===== config.mk =====
export PLATFORM = sky130hd
export DESIGN_NAME = nav_update_gate_fsm
export DESIGN_NICKNAME = d
export VERILOG_FILES = /design/src/rtl/nug_pkg.sv /design/src/rtl/nav_update_gate_fsm.sv /design/src/rtl/nug_mode_fsm.sv /design/src/rtl/nug_gate.sv
export SDC_FILE = /design/constraint.sdc
export NUM_CORES = 2
export LEC_CHECK = 0
export ABC_AREA = 1
export BUFFER_PORTS_ARGS = -buffer_cell sky130_fd_sc_hd__buf_2
export CAP_MARGIN = 20
export CELL_PAD_IN_SITES_DETAIL_PLACEMENT = 0
export CELL_PAD_IN_SITES_GLOBAL_PLACEMENT = 1
export CORE_MARGIN = 1.5
export CORE_UTILIZATION = 47
export CTS_CLUSTER_DIAMETER = 120
export CTS_CLUSTER_SIZE = 40
export DETAILED_ROUTE_END_ITERATION = 7
export HOLD_SLACK_MARGIN = 0.12
export PLACE_DENSITY_LB_ADDON = 0.1
export REMOVE_ABC_BUFFERS = 1
export SYNTH_ARGS = -nofsm -noshare
export SYNTH_HDL_FRONTEND = slang
export SYNTH_SLANG_ARGS = --single-unit
export TNS_END_PERCENT = 10

===== constraint.sdc =====
create_clock -name clk -period 11.4 [get_ports clk]
set_clock_uncertainty 0.1 [all_clocks]
set_input_delay 1.71 -clock clk [delete_from_list [all_inputs] [get_ports clk]]
set_output_delay 1.71 -clock clk [all_outputs]
set_load 0.01 [all_outputs]

===== src/rtl/nug_pkg.sv =====
package nug_pkg;

    localparam int TIME_BITS = 48;
    localparam int SENSOR_COUNT = 6;
    localparam int CFG_INDEX_BITS = 3;
    localparam int CFG_DATA_BITS = 32;

    typedef logic [TIME_BITS-1:0] time_t;

    // sensor slots in the seen-timestamp table
    localparam int SENS_ACCEL = 0;
    localparam int SENS_MAG = 1;
    localparam int SENS_GPS = 2;
    localparam int SENS_BARO = 3;
    localparam int SENS_STATIC = 4;
    localparam int SENS_DYNAMIC = 5;

    localparam logic [7:0] MAG_COUNT_MAX = '1;

    typedef enum logic [2:0] {
        CMD_TICK        = 3'd0,
        CMD_CALIBRATE   = 3'd1,
        CMD_CALIB_DONE  = 3'd2,
        CMD_FORCE_START = 3'd3,
        CMD_ARMED       = 3'd4,
        CMD_LANDED      = 3'd5,
        CMD_FORCE_STOP  = 3'd6,
        CMD_DISARMED    = 3'd7
    } cmd_t;

    typedef enum logic [2:0] {
        MODE_INIT   = 3'd0,
        MODE_CALIB  = 3'd1,
        MODE_READY  = 3'd2,
        MODE_ACTIVE = 3'd3,
        MODE_END    = 3'd4
    } mode_t;

    typedef enum logic [CFG_INDEX_BITS-1:0] {
        CFG_MAG_DECIMATE      = 3'd0,
        CFG_GPS_ACCEL_LIMIT   = 3'd1,
        CFG_ONE_G_LOW         = 3'd2,
        CFG_ONE_G_HIGH        = 3'd3,
        CFG_ONE_G_SAMPLES     = 3'd4,
        CFG_PITOT_ALT_LIMIT   = 3'd5,
        CFG_PITOT_SPEED_LIMIT = 3'd6
    } cfg_index_t;

    typedef struct packed {
        logic [7:0]         mag_decimate;
        logic [31:0]        gps_accel_limit_sq;
        logic [31:0]        one_g_low_sq;
        logic [31:0]        one_g_high_sq;
        logic [15:0]        one_g_samples;
        logic signed [31:0] pitot_alt_limit;
        logic signed [31:0] pitot_speed_limit;
    } cfg_t;

    typedef struct packed {
        logic run_predict;
        logic run_mag;
        logic run_gps;
        logic run_baro;
        logic run_pitot;
        logic run_accel;
        logic one_g_ok;
    } gate_res_t;

endpackage


===== src/rtl/nav_update_gate_fsm.sv =====
// Mode controller and correction gate for a navigation filter. Each request
// carries an event code or a tick plus sensor timestamps and filter state; each
// request yields exactly one result with the mode after the request and the
// correction strobes. A request goes through an input register and a result
// register; it moves on to the result register unless a result is waiting
// with out_ready low, and out_valid rises when it does. One request per
// cycle is sustained as long as out_ready stays high. The mode is updated
// as a request moves on to the result register, and the decimation counter,
// one-g qualifier and seen timestamps too when it is a tick in active mode.
// Configuration writes take effect on the next cycle and must only be issued
// while no request is in flight.
module nav_update_gate_fsm
(
    input  logic                                clk,
    input  logic                                rst_n,

    input  logic                                cfg_we,
    input  logic [nug_pkg::CFG_INDEX_BITS-1:0]  cfg_index,
    input  logic [nug_pkg::CFG_DATA_BITS-1:0]   cfg_data,

    input  logic                                in_valid,
    output logic                                in_ready,
    input  logic [2:0]                          cmd,
    input  logic [31:0]                         accel_norm_sq,
    input  logic [nug_pkg::TIME_BITS-1:0]       accel_time,
    input  logic [nug_pkg::TIME_BITS-1:0]       mag_time,
    input  logic [nug_pkg::TIME_BITS-1:0]       gps_time,
    input  logic [nug_pkg::TIME_BITS-1:0]       baro_time,
    input  logic [nug_pkg::TIME_BITS-1:0]       static_time,
    input  logic [nug_pkg::TIME_BITS-1:0]       dynamic_time,
    input  logic                                gps_fix_3d,
    input  logic signed [31:0]                  dynamic_pressure,
    input  logic signed [31:0]                  down_position,
    input  logic signed [31:0]                  down_velocity,

    output logic                                out_valid,
    input  logic                                out_ready,
    output logic [2:0]                          mode,
    output logic                                run_predict,
    output logic                                run_mag,
    output logic                                run_gps,
    output logic                                run_baro,
    output logic                                run_pitot,
    output logic                                run_accel,
    output logic                                one_g_ok
);

    nug_pkg::cfg_t       cfg_reg;

    logic                in_valid_reg;
    nug_pkg::cmd_t       cmd_reg;
    logic [31:0]         accel_norm_sq_reg;
    nug_pkg::time_t      times_reg [nug_pkg::SENSOR_COUNT];
    logic                gps_fix_3d_reg;
    logic signed [31:0]  dynamic_pressure_reg;
    logic signed [31:0]  down_position_reg;
    logic signed [31:0]  down_velocity_reg;

    logic                out_valid_reg;
    nug_pkg::mode_t      mode_out_reg;
    nug_pkg::gate_res_t  res_out_reg;

    logic                step;
    logic                active;
    logic                tick;
    nug_pkg::mode_t      mode_after;
    nug_pkg::gate_res_t  res;

    // request moves from input register to result register
    assign step     = in_valid_reg && (!out_valid_reg || out_ready);
    assign in_ready = !in_valid_reg || step;
    assign tick     = active && (cmd_reg == nug_pkg::CMD_TICK);

    always_ff @(posedge clk or negedge rst_n)
    begin
        if (!rst_n)
        begin
            cfg_reg <= '0;
        end
        else if (cfg_we)
        begin
            unique case (cfg_index)
                nug_pkg::CFG_MAG_DECIMATE:
                    cfg_reg.mag_decimate <= cfg_data[7:0];
                nug_pkg::CFG_GPS_ACCEL_LIMIT:
                    cfg_reg.gps_accel_limit_sq <= cfg_data[31:0];
                nug_pkg::CFG_ONE_G_LOW:
                    cfg_reg.one_g_low_sq <= cfg_data[31:0];
                nug_pkg::CFG_ONE_G_HIGH:
                    cfg_reg.one_g_high_sq <= cfg_data[31:0];
                nug_pkg::CFG_ONE_G_SAMPLES:
                    cfg_reg.one_g_samples <= cfg_data[15:0];
                nug_pkg::CFG_PITOT_ALT_LIMIT:
                    cfg_reg.pitot_alt_limit <= cfg_data[31:0];
                nug_pkg::CFG_PITOT_SPEED_LIMIT:
                    cfg_reg.pitot_speed_limit <= cfg_data[31:0];
                default:
                    cfg_reg <= cfg_reg;
            endcase
        end
    end

    always_ff @(posedge clk or negedge rst_n)
    begin
        if (!rst_n)
        begin
            in_valid_reg  <= 1'b0;
            out_valid_reg <= 1'b0;
        end
        else
        begin
            if (in_ready)
            begin
                in_valid_reg <= in_valid;
            end
            if (step)
            begin
                out_valid_reg <= 1'b1;
            end
            else if (out_ready)
            begin
                out_valid_reg <= 1'b0;
            end
        end
    end

    always_ff @(posedge clk)
    begin
        if (in_valid && in_ready)
        begin
            cmd_reg                              <= nug_pkg::cmd_t'(cmd);
            accel_norm_sq_reg                    <= accel_norm_sq;
            times_reg[nug_pkg::SENS_ACCEL]       <= accel_time;
            times_reg[nug_pkg::SENS_MAG]         <= mag_time;
            times_reg[nug_pkg::SENS_GPS]         <= gps_time;
            times_reg[nug_pkg::SENS_BARO]        <= baro_time;
            times_reg[nug_pkg::SENS_STATIC]      <= static_time;
            times_reg[nug_pkg::SENS_DYNAMIC]     <= dynamic_time;
            gps_fix_3d_reg                       <= gps_fix_3d;
            dynamic_pressure_reg                 <= dynamic_pressure;
            down_position_reg                    <= down_position;
            down_velocity_reg                    <= down_velocity;
        end
        if (step)
        begin
            mode_out_reg <= mode_after;
            res_out_reg  <= res;
        end
    end

    nug_mode_fsm u_mode_fsm
    (
        .clk        (clk),
        .rst_n      (rst_n),
        .step       (step),
        .cmd        (cmd_reg),
        .mode_after (mode_after),
        .active     (active)
    );

    nug_gate u_gate
    (
        .clk              (clk),
        .rst_n            (rst_n),
        .step             (step),
        .tick             (tick),
        .cfg              (cfg_reg),
        .accel_norm_sq    (accel_norm_sq_reg),
        .times            (times_reg),
        .gps_fix_3d       (gps_fix_3d_reg),
        .dynamic_pressure (dynamic_pressure_reg),
        .down_position    (down_position_reg),
        .down_velocity    (down_velocity_reg),
        .res              (res)
    );

    assign out_valid   = out_valid_reg;
    assign mode        = mode_out_reg;
    assign run_predict = res_out_reg.run_predict;
    assign run_mag     = res_out_reg.run_mag;
    assign run_gps     = res_out_reg.run_gps;
    assign run_baro    = res_out_reg.run_baro;
    assign run_pitot   = res_out_reg.run_pitot;
    assign run_accel   = res_out_reg.run_accel;
    assign one_g_ok    = res_out_reg.one_g_ok;

endmodule


===== src/rtl/nug_mode_fsm.sv =====
module nug_mode_fsm
(
    input  logic              clk,
    input  logic              rst_n,
    input  logic              step,
    input  nug_pkg::cmd_t     cmd,
    output nug_pkg::mode_t    mode_after,
    output logic              active
);

    nug_pkg::mode_t mode_reg;
    nug_pkg::mode_t mode_next;

    always_ff @(posedge clk or negedge rst_n)
    begin
        if (!rst_n)
        begin
            mode_reg <= nug_pkg::MODE_INIT;
        end
        else if (step)
        begin
            mode_reg <= mode_next;
        end
    end

    always_comb
    begin
        mode_next = mode_reg;
        unique case (cmd)
            nug_pkg::CMD_CALIBRATE:
            begin
                if (mode_reg == nug_pkg::MODE_INIT || mode_reg == nug_pkg::MODE_READY)
                begin
                    mode_next = nug_pkg::MODE_CALIB;
                end
            end
            nug_pkg::CMD_CALIB_DONE:
            begin
                if (mode_reg == nug_pkg::MODE_CALIB)
                begin
                    mode_next = nug_pkg::MODE_READY;
                end
            end
            nug_pkg::CMD_FORCE_START, nug_pkg::CMD_ARMED:
            begin
                if (mode_reg == nug_pkg::MODE_READY)
                begin
                    mode_next = nug_pkg::MODE_ACTIVE;
                end
            end
            nug_pkg::CMD_LANDED:
            begin
                if (mode_reg == nug_pkg::MODE_ACTIVE)
                begin
                    mode_next = nug_pkg::MODE_END;
                end
            end
            nug_pkg::CMD_FORCE_STOP, nug_pkg::CMD_DISARMED:
            begin
                if (mode_reg == nug_pkg::MODE_ACTIVE)
                begin
                    mode_next = nug_pkg::MODE_READY;
                end
            end
            default:
            begin
                mode_next = mode_reg;
            end
        endcase
    end

    always_comb
    begin
        mode_after = mode_next;
        active     = (mode_reg == nug_pkg::MODE_ACTIVE);
    end

endmodule


===== src/rtl/nug_gate.sv =====
module nug_gate
(
    input  logic                clk,
    input  logic                rst_n,
    input  logic                step,
    input  logic                tick,
    input  nug_pkg::cfg_t       cfg,
    input  logic [31:0]         accel_norm_sq,
    input  nug_pkg::time_t      times [nug_pkg::SENSOR_COUNT],
    input  logic                gps_fix_3d,
    input  logic signed [31:0]  dynamic_pressure,
    input  logic signed [31:0]  down_position,
    input  logic signed [31:0]  down_velocity,
    output nug_pkg::gate_res_t  res
);

    nug_pkg::time_t seen_reg [nug_pkg::SENSOR_COUNT];
    logic [7:0]     mag_count_reg;
    logic [7:0]     mag_count_next;
    logic [15:0]    one_g_count_reg;
    logic [15:0]    one_g_count_next;
    logic           one_g_flag_reg;
    logic           one_g_flag_next;

    logic [nug_pkg::SENSOR_COUNT-1:0] fresh;
    logic signed [32:0] up_position;
    logic signed [32:0] up_velocity;
    logic               alt_ok;
    logic               speed_ok;
    logic               in_band;
    logic               mag_fire;

    always_comb
    begin
        for (int i = 0; i < nug_pkg::SENSOR_COUNT; i++)
        begin
            fresh[i] = seen_reg[i] < times[i];
        end
    end

    // 33-bit negation so the most negative input does not wrap
    assign up_position = -{down_position[31], down_position};
    assign up_velocity = -{down_velocity[31], down_velocity};
    assign alt_ok   = up_position < $signed({cfg.pitot_alt_limit[31], cfg.pitot_alt_limit});
    assign speed_ok = up_velocity > $signed({cfg.pitot_speed_limit[31], cfg.pitot_speed_limit});

    assign in_band  = (accel_norm_sq < cfg.one_g_high_sq) && (accel_norm_sq > cfg.one_g_low_sq);
    assign mag_fire = fresh[nug_pkg::SENS_MAG] && (mag_count_reg >= cfg.mag_decimate);

    always_comb
    begin
        mag_count_next   = mag_count_reg;
        one_g_count_next = one_g_count_reg;
        one_g_flag_next  = one_g_flag_reg;
        if (tick)
        begin
            if (mag_fire)
            begin
                mag_count_next = '0;
            end
            else if (mag_count_reg < nug_pkg::MAG_COUNT_MAX)
            begin
                mag_count_next = mag_count_reg + 8'd1;
            end

            if (in_band)
            begin
                if (one_g_count_reg < cfg.one_g_samples)
                begin
                    one_g_count_next = one_g_count_reg + 16'd1;
                end
                else
                begin
                    one_g_flag_next = 1'b1;
                end
            end
            else
            begin
                one_g_count_next = '0;
                one_g_flag_next  = 1'b0;
            end
        end
    end

    always_comb
    begin
        res             = '0;
        res.one_g_ok    = one_g_flag_next;
        if (tick)
        begin
            res.run_predict = 1'b1;
            res.run_mag     = mag_fire;
            res.run_gps     = fresh[nug_pkg::SENS_GPS] && gps_fix_3d
                              && (accel_norm_sq < cfg.gps_accel_limit_sq);
            res.run_baro    = fresh[nug_pkg::SENS_BARO];
            res.run_pitot   = (dynamic_pressure > 32'sd0)
                              && (fresh[nug_pkg::SENS_STATIC] || fresh[nug_pkg::SENS_DYNAMIC])
                              && alt_ok && speed_ok;
            // uses the flag from before this tick
            res.run_accel   = fresh[nug_pkg::SENS_ACCEL] && one_g_flag_reg;
        end
    end

    always_ff @(posedge clk or negedge rst_n)
    begin
        if (!rst_n)
        begin
            for (int i = 0; i < nug_pkg::SENSOR_COUNT; i++)
            begin
                seen_reg[i] <= '0;
            end
            mag_count_reg   <= '0;
            one_g_count_reg <= '0;
            one_g_flag_reg  <= 1'b0;
        end
        else if (step && tick)
        begin
            for (int i = 0; i < nug_pkg::SENSOR_COUNT; i++)
            begin
                seen_reg[i] <= times[i];
            end
            mag_count_reg   <= mag_count_next;
            one_g_count_reg <= one_g_count_next;
            one_g_flag_reg  <= one_g_flag_next;
        end
    end

endmodule


==> results.tsv <==
metric	value	unit
Max FO, Critical Path	112	
routability-driven placement congestion ratio	0.809	
most used flip-flop cell after synthesis	dfrtp_1	
count of TritonRoute iterations in the first routing pass	5	
relative max-transition margin	31.0	%
multiplexer area fraction after synthesis	0	%
largest family of logic cells by synthesized area	adder cells	
endpoints failing setup	0	
number of flip-flops and latches in the synthesized netlist	932	
endpoint required time on the critical path	11.89	ns
Die Height	314	um
number of antenna violations at the first check in global routing	22	
root buf cell	clkbuf_16	
final worst path period need	4.70	ns
reported leakage power	0.0247	uW
depth of the CTS H-tree	2	
buffer count from post-CTS setup fixing	0	
Hold Fails Final Rpt	0	
layout cells sized above 1	12.4	%
width of the die	314	um
synthesized-area fraction occupied by adder cells	12.9	%
GR Util All Layers	20.4	%
Mapped Cells	4466	
clock tree from TritonCTS	built	
global routing's busiest layer	met2	
number of different library cells in the post-synthesis netlist	49	
count of buffers from port buffering	471	
met1 Use GR	28.2	%
fraction of the mapped netlist area in compound gates	9.62	%
wire length of the first global-routing pass	157000	um
Seq/Total Area, Yosys	56.2	%
PwrDens	133	mW/mm2
aggregate global routing overflow	0	
Core Rows	113	
share of the cycle needed by the critical path after routing	41.2	%
fin nets	5816	
Setup crit start kind	input pin	
slew at the pin closest to its max-slew limit	1.03	ns
count of warnings emitted by yosys	0	
final HPWL from detailed placement	73500	um
Pins Over Slew Limit	0	
minimum setup slack after placement	5.99	ns
largest voltage drop on the vdd net	0.000152	V
arrival time of the worst setup path	5.19	ns
hold crit path type	register to register	
number of sinks handled by clock tree synthesis	932	
met3 Track Usage GR	2.67	%
area delta synth->final	10.8	%
via count	30100	
Routed WL	100000	um
fmax	213	MHz
netlist area before placement	0.0453	mm2
area fraction in and, or, nand and nor cells after synthesis	12.3	%
overall power	6690	uW
clock buffers created by TritonCTS	36	
pin count of the biggest net entering global routing	204	
Residual DRC	0	
DR vias/cell	4.86	
met2 track utilization from global routing	33.7	%
synthesized-area fraction occupied by xor and xnor cells	1.45	%
worst path setup slack after routing	6.70	ns
clock-pin slew on the worst setup and hold paths	0.14	ns
ys async rst share	53.9	%
vias in the first global route	29200	
CTS Buffer Depth	3	
TNS Setup	0	ns
Initial DRC Count	1776	
setup repair after global routing missed its margin	false	
die area	0.0983	mm2
area of all placed cells without fillers	0.0502	mm2
clock latency on the worst-skew pair	0.66	ns
max-cap violation count	0	
CP Class	input pin to register	
average wire per standard cell	16.2	um
post-route core utilization	52.7	%
core box area	0.0953	mm2
Post-CTS Hold Fix Bufs	0	
capturing element type of the critical path	register	
IO Pins	472	
outcome	completed	
number of enable flip-flop cells after synthesis	430	
average instance area after synthesis	10.1	um2
Final ANT Viol Nets	0	
placed cell area	0.0488	mm2
post-CTS sizing	0	
effective utilization at floorplan	47.6	%
-- worst paths after layout --
path                       depth (start not counted)      startpoint  slack (ns)                    to
hold reg to reg                                    2  times_reg[243]        0.39  u_gate.seen_reg[243]
setup reg to reg                                  11      cmd_reg[0]        7.29  u_gate.seen_reg[235]
hold / removal                                     2  times_reg[243]        0.39  u_gate.seen_reg[243]
min in group asynchronous                          1           rst_n        0.93           cfg_reg[60]
max in group asynchronous                          3           rst_n        8.22  u_gate.seen_reg[132]
setup / recovery                                  11       out_ready        6.70  u_gate.seen_reg[235]
-- cell usage in the layout, fill, tap and decap left out, types with 7 or more instances in the layout --
cell       instances
clkbuf_16         37
xnor2_1            8
nand2_1          907
edfxtp_1         430
o21ai_1          274
buf_2            470
buf_4             13
nor4_1            17
xor2_1            67
diode_2           10
o21ai_2           15
nor2_2            11
nand4_1           69
o21bai_1           7
o21a_1            14
a21oi_1          229
nor3_1            44
nand2_2            7
ha_1             468
nor2_1           150
o21ai_0          271
nand3_1           80
inv_1            721
dfrtp_1          502
nand3_2           10
-- routing by layer --
metal / up-vias / share of wire, %
li1: 15700 / -
met1: 13800 / 46
met2: 501 / 47
met3: 123 / 4.0
met4: 6 / 2.8
met5: - / 0.033
-- logic make-up after synthesis --
| kind of cell | Yosys count |
|---|---|
| simple gates | 1323 |
| flops | 932 |
| compound gates | 835 |
| buf+inv | 833 |
| fa+ha+maj | 468 |
| xor+xnor | 75 |
-- power by group --
part | switching (uW) | total [uW] | internal (uW)
clock | 1170 | 1850 | 683
sequential | 127 | 3920 | 3790
combinational | 574 | 912 | 337
total | 1870 | 6690 | 4820
-- final cells by class --
class	count	area, um2
Antenna cell	10	25.0
Clock buffer	43	958
Clock inverter	21	369
Fill cell	8869	45100
Inverter	727	2740
Multi-Input combinational cell	2701	16500
Sequential cell	932	25500
Tap cell	1265	1580
Timing Repair Buffer	490	2600
-- Yosys cell counts (all sizes together) (3+ instances only) --
| cell type | n | area share, % |
|---|---|---|
| nand2 | 914 | 7.6 |
| a211oi | 3 | 0.050 |
| xnor2 | 8 | 0.15 |
| o21bai | 7 | 0.12 |
| a21o | 4 | 0.066 |
| nor3b | 4 | 0.066 |
| buf | 44 | 0.98 |
| edfxtp | 430 | 28 |
| nor3 | 48 | 0.57 |
| nor4 | 17 | 0.23 |
| nand3b | 5 | 0.083 |
| nor2 | 166 | 1.5 |
| xor2 | 67 | 1.3 |
| o21ai | 560 | 6.3 |
| and3 | 3 | 0.041 |
| a21oi | 229 | 2.5 |
| nand3 | 90 | 1.1 |
| ha | 468 | 13 |
| clkbuf | 62 | 0.51 |
| o21a | 14 | 0.23 |
| inv | 726 | 6.0 |
| a21boi | 5 | 0.083 |
| nand4 | 72 | 1.0 |
| dfrtp | 502 | 28 |
-- critical path, cell delays in order --
cell	delay, ns
buf_2	0.10
inv_1	0.06
nand2_1	0.06
nand2_1	0.28
nor2_4	0.24
inv_8	0.41
buf_16	0.41
buf_4	0.73
buf_4	0.79
nand2_1	0.17
o21ai_2	0.10
-- metrics by stage --
stage	instances	hold slack (ns)
floorplan	4360	0.349
global placement	6112	0.364
detailed placement	6112	0.372
CTS	6176	0.391
global route	6186	0.418
finish	6189	0.387
Power figures use the tool's default switching activity.
